--- config.mk ---
export PLATFORM = sky130hd
export DESIGN_NAME = tlbr_way_logic
export DESIGN_NICKNAME = d
export VERILOG_FILES = /design/src/tlbr_pkg.sv /design/src/tlbr_way_logic.sv
export SDC_FILE = /design/constraint.sdc
export NUM_CORES = 1
export LEC_CHECK = 0
export BUFFER_PORTS_ARGS = -buffer_cell sky130_fd_sc_hd__clkbuf_2
export CAP_MARGIN = 5
export CORE_ASPECT_RATIO = 1.25
export CORE_MARGIN = 2
export CORE_UTILIZATION = 29
export DETAILED_ROUTE_END_ITERATION = 12
export GPL_TIMING_DRIVEN = 0
export PLACE_DENSITY = 0.82
export SLEW_MARGIN = 20
export SYNTH_ARGS = -nofsm -noshare
export SYNTH_HDL_FRONTEND = slang
export SYNTH_SLANG_ARGS = --single-unit
--- constraint.sdc ---
create_clock -name vclk -period 1.5
set_input_delay 0.15 -clock vclk [all_inputs]
set_output_delay 0.15 -clock vclk [all_outputs]
set_load 0.005 [all_outputs]
--- src/tlbr_pkg.sv ---
// Shared types and codes for the set-associative TLB with LRU ranks.
// No dependencies; imported by the way logic and the top level.
`timescale 1ns / 1ps

package tlbr_pkg;

    localparam logic ACT_LOOKUP = 1'b0;
    localparam logic ACT_FILL   = 1'b1;

    typedef enum logic [1:0] {
        OUT_HIT       = 2'd0,
        OUT_MISS      = 2'd1,
        OUT_FILL_FREE = 2'd2,
        OUT_FILL_REPL = 2'd3
    } outcome_t;

    typedef struct packed {
        outcome_t    outcome;
        logic [1:0]  way_used;
        logic [31:0] phys_addr;
    } tlbr_result_t;

endpackage

--- src/tlbr_way_logic.sv ---
// Per-set tag match, fill way choice and LRU rank update on one set row.
// Depends on tlbr_pkg for the outcome codes and the result struct.
`timescale 1ns / 1ps

module tlbr_way_logic #(
    parameter int WAYS      = 4,
    parameter int TAG_W     = 9,
    parameter int PAGE_BITS = 12,
    parameter int ROW_W     = 4
) (
    input  logic                      action,
    input  logic [TAG_W-1:0]          tag_in,
    input  logic [31-PAGE_BITS:0]     frame_in,
    input  logic [PAGE_BITS-1:0]      offset_in,
    input  logic [ROW_W-1:0]          row_in,
    output logic [ROW_W-1:0]          row_out,
    output tlbr_pkg::tlbr_result_t    result
);

    import tlbr_pkg::*;

    localparam int FRAME_W = 32 - PAGE_BITS;
    localparam int WAY_W   = $clog2(WAYS);
    localparam int TAG_B   = WAYS;
    localparam int FRAME_B = TAG_B + WAYS * TAG_W;
    localparam int RANK_B  = FRAME_B + WAYS * FRAME_W;

    logic [WAYS-1:0]    valid;
    logic [TAG_W-1:0]   tags   [WAYS];
    logic [FRAME_W-1:0] frames [WAYS];
    logic [WAY_W-1:0]   ranks  [WAYS];

    logic               hit_found;
    logic [WAY_W-1:0]   hit_way;
    logic               free_found;
    logic [WAY_W-1:0]   free_way;
    logic               top_found;
    logic [WAY_W-1:0]   repl_way;
    logic [WAY_W-1:0]   target;
    logic               promote;
    logic [WAY_W-1:0]   old_rank;
    logic [31:0]        target_ext;

    always_comb
    begin
        valid = row_in[WAYS-1:0];
        for (int w = 0; w < WAYS; w++)
        begin
            tags[w]   = row_in[TAG_B + w * TAG_W +: TAG_W];
            frames[w] = row_in[FRAME_B + w * FRAME_W +: FRAME_W];
            ranks[w]  = row_in[RANK_B + w * WAY_W +: WAY_W];
        end
    end

    // Priority searches: lowest matching way, lowest free way, replacement victim.
    always_comb
    begin
        hit_found  = 1'b0;
        hit_way    = '0;
        free_found = 1'b0;
        free_way   = '0;
        top_found  = 1'b0;
        repl_way   = '0;
        for (int w = 0; w < WAYS; w++)
        begin
            if (!hit_found && valid[w] && tags[w] == tag_in)
            begin
                hit_found = 1'b1;
                hit_way   = WAY_W'(w);
            end
            if (!free_found && !valid[w])
            begin
                free_found = 1'b1;
                free_way   = WAY_W'(w);
            end
        end
        // fall back to the highest rank, lowest way on a tie
        for (int w = 1; w < WAYS; w++)
        begin
            if (ranks[w] > ranks[repl_way])
            begin
                repl_way = WAY_W'(w);
            end
        end
        for (int w = 0; w < WAYS; w++)
        begin
            if (!top_found && ranks[w] == WAY_W'(WAYS - 1))
            begin
                top_found = 1'b1;
                repl_way  = WAY_W'(w);
            end
        end
    end

    always_comb
    begin
        if (action == ACT_FILL)
        begin
            target  = free_found ? free_way : repl_way;
            promote = !free_found;
        end
        else
        begin
            target  = hit_found ? hit_way : '0;
            promote = hit_found;
        end
        old_rank   = ranks[target];
        target_ext = 32'(target);
    end

    always_comb
    begin
        row_out = row_in;
        if (action == ACT_FILL)
        begin
            row_out[target] = 1'b1;
            row_out[TAG_B + int'(target) * TAG_W +: TAG_W]       = tag_in;
            row_out[FRAME_B + int'(target) * FRAME_W +: FRAME_W] = frame_in;
            if (free_found)
            begin
                row_out[RANK_B + int'(target) * WAY_W +: WAY_W] = target;
            end
        end
        if (promote)
        begin
            // age every valid way that was more recent than the promoted one
            for (int w = 0; w < WAYS; w++)
            begin
                if (WAY_W'(w) != target && valid[w] && ranks[w] < old_rank)
                begin
                    row_out[RANK_B + w * WAY_W +: WAY_W] = ranks[w] + WAY_W'(1);
                end
            end
            row_out[RANK_B + int'(target) * WAY_W +: WAY_W] = '0;
        end
    end

    always_comb
    begin
        result.way_used  = target_ext[1:0];
        result.phys_addr = '0;
        if (action == ACT_FILL)
        begin
            if (free_found)
            begin
                result.outcome = OUT_FILL_FREE;
            end
            else
            begin
                result.outcome = OUT_FILL_REPL;
            end
        end
        else if (hit_found)
        begin
            result.outcome   = OUT_HIT;
            result.phys_addr = {frames[target], offset_in};
        end
        else
        begin
            result.outcome = OUT_MISS;
        end
    end

endmodule

==> results of run 1 <==
metal layers:
layer / wire [um] / vias to the layer above / global-route usage, %
li1: - / 358 / -
met1: 569 / 299 / 11.7
met2: 931 / 55 / 26.3
met3: 199 / 3 / 1.98
met4: 16 / 0 / 4.55
met5: 0 / - / 0
cells by family after synthesis:
group / after synthesis / share of synthesized area [%]
other: 1 / 0.631
muxes: 2 / 3.37
buffers and inverters: 25 / 31.6
AOI/OAI and AO/OA: 12 / 13.3
and+or+nand+nor: 33 / 36.4
adders and majority gates: 7 / 14.7
path summary, 6_finish.rpt:
path	endpoint	slack [ps]	start	depth (start not counted)
max	row_out[2]	-400	row_in[0]	8
min	result[0]	580	offset_in[0]	3
cells in the final DEF (no fill, tap or decap), types with 3 or more instances in the layout:
cell type  netlist  layout
a21oi_1          4       3
and2_1           4       3
and2_4          10      11
buf_4           21      29
buf_6            2       4
clkbuf_2         0      32
conb_1           1      20
ha_1             7       5
nand2_1          7       6
stage by stage:
step	area, sq um	util (%)	std cells
finish	1090	55.7	165
global route	1090	55.7	165
CTS	1010	51.7	162
detailed placement	915	46.7	157
global placement	915	46.7	157
floorplan	699	-	99
tightest hold or removal path, stage by stage:
cell,delay (ps)
clkbuf_2,70
and2_1,100
clkbuf_2,100
cell type report:
class                           instances  share of cell area [%]
Tap cell                               20                    2.29
Timing Repair Buffer                   47                    27.2
Multi-Input combinational cell         74                    51.5
Buffer                                 24                    19.0
repair_timing:
action                     CTS  global route
pin swaps                    4             9
resized for setup           12            20
setup endpoints to repair    4            11
setup buffers                5             5
power by group through the flow:
stage,logic (mW),registers [mW],clock network [mW]
2_1_floorplan,0.162,0,0
3_3_place_gp,0.234,0,0
3_5_place_dp,0.238,0,0
4_1_cts,0.267,0,0
5_1_grt,0.332,0,0
6_report,0.303,0,0
==> impl_metrics.ini, run 1 <==
[run_status]
status = finished, violations left
violations = negative setup slack

[detailed_routing]
drt_wl_total_um = 1720
first_iter_violations = 14
vias_per_cell = 4.33
drt_pass1_iterations = 5
route.detailed.drc = 0
detail_route.wl_per_cell_um = 10.4
vias = 715
ant_nets = 0

[worst_setup_path]
path_delay_family = compound AO/OA/AOI/OAI gates
slowest_stage = o41a_1
critPathArrivalTime_ps = 1750
end_kind = output pin
crit_fanout = 7
required_ps = 1350
cp_slowest_stage_delay_ps = 470
cp_cell_sequence = buf_6 > clkbuf_16 > o41a_1 > ha_1 > nand3_2 > a21oi_2 > mux2i_1 > buf_2
worstSetupStartpointType = input pin
critical_path_class = input pin to output pin
crit_buf_inv = 3

[power]
vdd_drop_max_v = 0.000124
pwr-share-comb_pct = 100.0
power_frac_clock_pct = 0
power_density_nw_per_um2 = 278
switching_power_mw = 0.128
leakagePower_nw = 0.630
internal_power_mw = 0.175
power_frac_seq_pct = 0
swShare_pct = 42.3
fin_total_pwr_mw = 0.303

[timing]
rsz0062_at_grt = true
worst_hold_slack_ps = 575
post-route-min-period_ps = 1900
max_freq_mhz = 527
setup_ws_ps = -399
hold_viol = 0
slew_violations = 0
setup_tns_ps = -1060
setup_viol = 4
min_period_over_period_pct = 127

[die]
rows = 18
die_x_um = 44.5
core_area_sq_um = 1960
die_y_um = 54.6
io_pins = 86
die_area_sq_um = 2430
start_util_pct = 30.3

[finish]
area_growth_pct = 83.6
multi_input_area_sq_um = 562
design.seq.count = 0
fillers = 190
drive_gt1_share_pct = 65.5
seqCellArea_sq_um = 0
nClkBuffers = 0
nNetsFinal = 200
diodes = 0

[synth]
ys_top_cells_by_count = 21 x buf_4, 10 x and2_4, 7 x ha_1, 7 x nand2_1
syn_area_sq_um = 594
synth_warnings = 0
avgSynthCellArea_sq_um = 7.43
synth_area_leader_cell = buf_4
synth_top_area_share_pct = 26.5
synth_most_common_cell = buf_4
ys_top_cells_by_area = buf_4 27%, and2_4 15%, ha_1 15%
yosysUniqueCellTypes = 24
ys_seq_area_share_pct = 0
synth_cells = 80

[placement]
preCtsSetupSlack_ps = -540
gp_congestion = 0.774
hpwl_um = 1270
portBuffers = 38

[global_route]
grt_pass1_vias = 595
grt_max_degree = 11
grt_usage_pct = 12.5
antenna_found_initial = 0
overflow = 0
grt_pass1_wl_um = 2350

[min_path]
hold_class = input pin to output pin

[job]
maxCapViolCount = 0

[clock_tree]
cts_hold_buf = 0
Power figures use the tool's default switching activity.
==> inputs of run 2 (changes only) <==
--- a/config.mk
+++ b/config.mk
@@ -5,14 +5,14 @@
 export SDC_FILE = /design/constraint.sdc
 export NUM_CORES = 1
 export LEC_CHECK = 0
+export ABC_AREA = 1
 export BUFFER_PORTS_ARGS = -buffer_cell sky130_fd_sc_hd__clkbuf_2
 export CAP_MARGIN = 5
 export CORE_ASPECT_RATIO = 1.25
-export CORE_MARGIN = 2
-export CORE_UTILIZATION = 29
+export CORE_UTILIZATION = 32
 export DETAILED_ROUTE_END_ITERATION = 12
 export GPL_TIMING_DRIVEN = 0
-export PLACE_DENSITY = 0.82
+export PLACE_DENSITY = 0.85
 export SLEW_MARGIN = 20
 export SYNTH_ARGS = -nofsm -noshare
 export SYNTH_HDL_FRONTEND = slang
==> constraint.sdc (replaced) <==
create_clock -name vclk -period 1.8
set_input_delay 0.18 -clock vclk [all_inputs]
set_output_delay 0.18 -clock vclk [all_outputs]
set_load 0.005 [all_outputs]
==> impl_metrics.ini, run 2 <==
[run_status]
status = completed

[die]
rows = 17
core_area_sq_um = 1740
die_x_um = 40.5
die_y_um = 50.2
die_area_sq_um = 2030
io_pins = 86
start_util_pct = 34.1

[worst_setup_path]
critical_path_class = input pin to output pin
crit_path_frequent_cell = nand2_1
crit_buf_inv = 4
slowest_stage = ha_1
critPathArrivalTime_ps = 1510
crit_fanout = 8
cp_slowest_stage_delay_ps = 260
end_kind = output pin
path_delay_family = simple AND/OR/NAND/NOR gates
worstSetupStartpointType = input pin
cp_cell_sequence = clkbuf_4 > nand2_2 > clkinv_1 > nand3_2 > nand2_4 > inv_4 > ha_1 > nand2_1 > a21oi_1 > a21oi_2 > nand2_1 > nand2_1 > clkbuf_2
required_ps = 1620

[synth]
ys_seq_area_share_pct = 0
ys_top_cells_by_count = 21 x buf_4, 20 x nand2_1, 18 x inv_1, 16 x nor2_1, 7 x ha_1
ys_top_cells_by_area = buf_4 27%, ha_1 15%, nand2_1 13%
synth_cells = 104
synth_most_common_cell = buf_4
synth_top_area_share_pct = 26.5
yosysUniqueCellTypes = 20
avgSynthCellArea_sq_um = 5.71
syn_area_sq_um = 594
synth_warnings = 0
synth_area_leader_cell = buf_4

[detailed_routing]
first_iter_violations = 8
ant_nets = 0
drt_wl_total_um = 1300
route.detailed.drc = 0
detail_route.wl_per_cell_um = 7.19
drt_pass1_iterations = 4
vias = 710
vias_per_cell = 3.92

[job]
maxCapViolCount = 0

[finish]
final_area_sq_um = 895
diodes = 0
seqCellArea_sq_um = 0
drive_gt1_share_pct = 48.1
nClkBuffers = 0
nNetsFinal = 217
area_growth_pct = 50.5
fillers = 187
mostFrequentLayoutCell = clkbuf_2
most-common-layout-cells = 38 x clkbuf_2, 21 x buf_4, 20 x nand2_1, 20 x conb_1, 16 x inv_1
design.seq.count = 0

[timing]
slew_violations = 0
rsz0062_at_grt = true
setup_tns_ps = 0
max_freq_mhz = 593
setup_viol = 0
worst_hold_slack_ps = 605
min_period_over_period_pct = 93.6
hold_viol = 0
post-route-min-period_ps = 1690

[placement]
hpwl_um = 1170
placed_area_sq_um = 885
portBuffers = 39
gp_congestion = 0.650

[power]
fin_total_pwr_mw = 0.198
leakagePower_nw = 0.634
power_density_nw_per_um2 = 221
vdd_drop_max_v = 0.000105

[global_route]
grt_max_degree = 11
overflow = 0
grt_usage_pct = 11.3
antenna_found_initial = 0
grt_pass1_vias = 471
grt_pass1_wl_um = 1750

[min_path]
hold_path_end = result[4]
hold_class = input pin to output pin
min_from = offset_in[4]
whs_path_depth = 4
==> run 2: logic make-up (layout without fill, tap and decap cells) <==
group                      count (synthesis)  count (layout)  synth area share (%)
buffers and inverters                     44              83                  41.3
other                                      1              20                 0.631
adders and majority gates                  7               7                  14.7
AOI/OAI and AO/OA                          6               6                  6.53
and+or+nand+nor                           46              46                  36.8
==> run 2: layer usage <==
layer,vias up,track usage (%),routed length (um)
met5,-,0,0
met4,0,0,0
met3,0,0,165
met2,46,23.8,661
met1,284,11.7,475
li1,380,-,-
==> run 2: final cells by class <==
| class | count | area (sq um) | share of cell area, % |
|---|---|---|---|
| repair buffers | 39 | 198 | 22.1 |
| plain buffers | 22 | 163 | 18.2 |
| multi-input cells | 79 | 425 | 47.6 |
| inverters | 22 | 85.1 | 9.51 |
| well taps | 19 | 23.8 | 2.66 |
==> run 2: timing repair <==
| action | in CTS | in global routing |
|---|---|---|
| endpoints found under the hold margin | 0 | 0 |
| hold buffers | 0 | 0 |
| resized for setup | 0 | 7 |
| setup endpoints to repair | 0 | 4 |
| buffers inserted | 0 | 0 |
==> run 2: stage by stage <==
| step | util [%] | setup slack [ps] | instances |
|---|---|---|---|
| final | 51.3 | 114 | 181 |
| after CTS | 50.7 | 24.5 | 181 |
| after floorplan | - | 377 | 123 |
| after global routing | 51.3 | -12.9 | 181 |
| after global placement | 50.7 | 38.4 | 181 |
| after detailed placement | 50.7 | 27.5 | 181 |
==> run 2: how the worst max path moves through the flow <==
stage | from | end | slack [ps] | cells past startpoint
finish | action | row_out[2] | 110 | 13
global route | action | row_out[3] | -10 | 12
CTS | action | row_out[2] | 20 | 13
detailed placement | action | row_out[2] | 30 | 13
global placement | action | row_out[2] | 40 | 13
floorplan | row_in[0] | row_out[2] | 380 | 10
==> run 2: tightest hold or removal path, delay by kind of cell <==
| kind | cells | cell delay (ps) |
|---|---|---|
| buffers and inverters | 3 | 220 |
| and+or+nand+nor | 1 | 30 |
==> run 2: power by group <==
part           switching (mW)  internal, mW
sequential                  0             0
combinational           0.102        0.0959
clock                       0             0
total                   0.102        0.0959
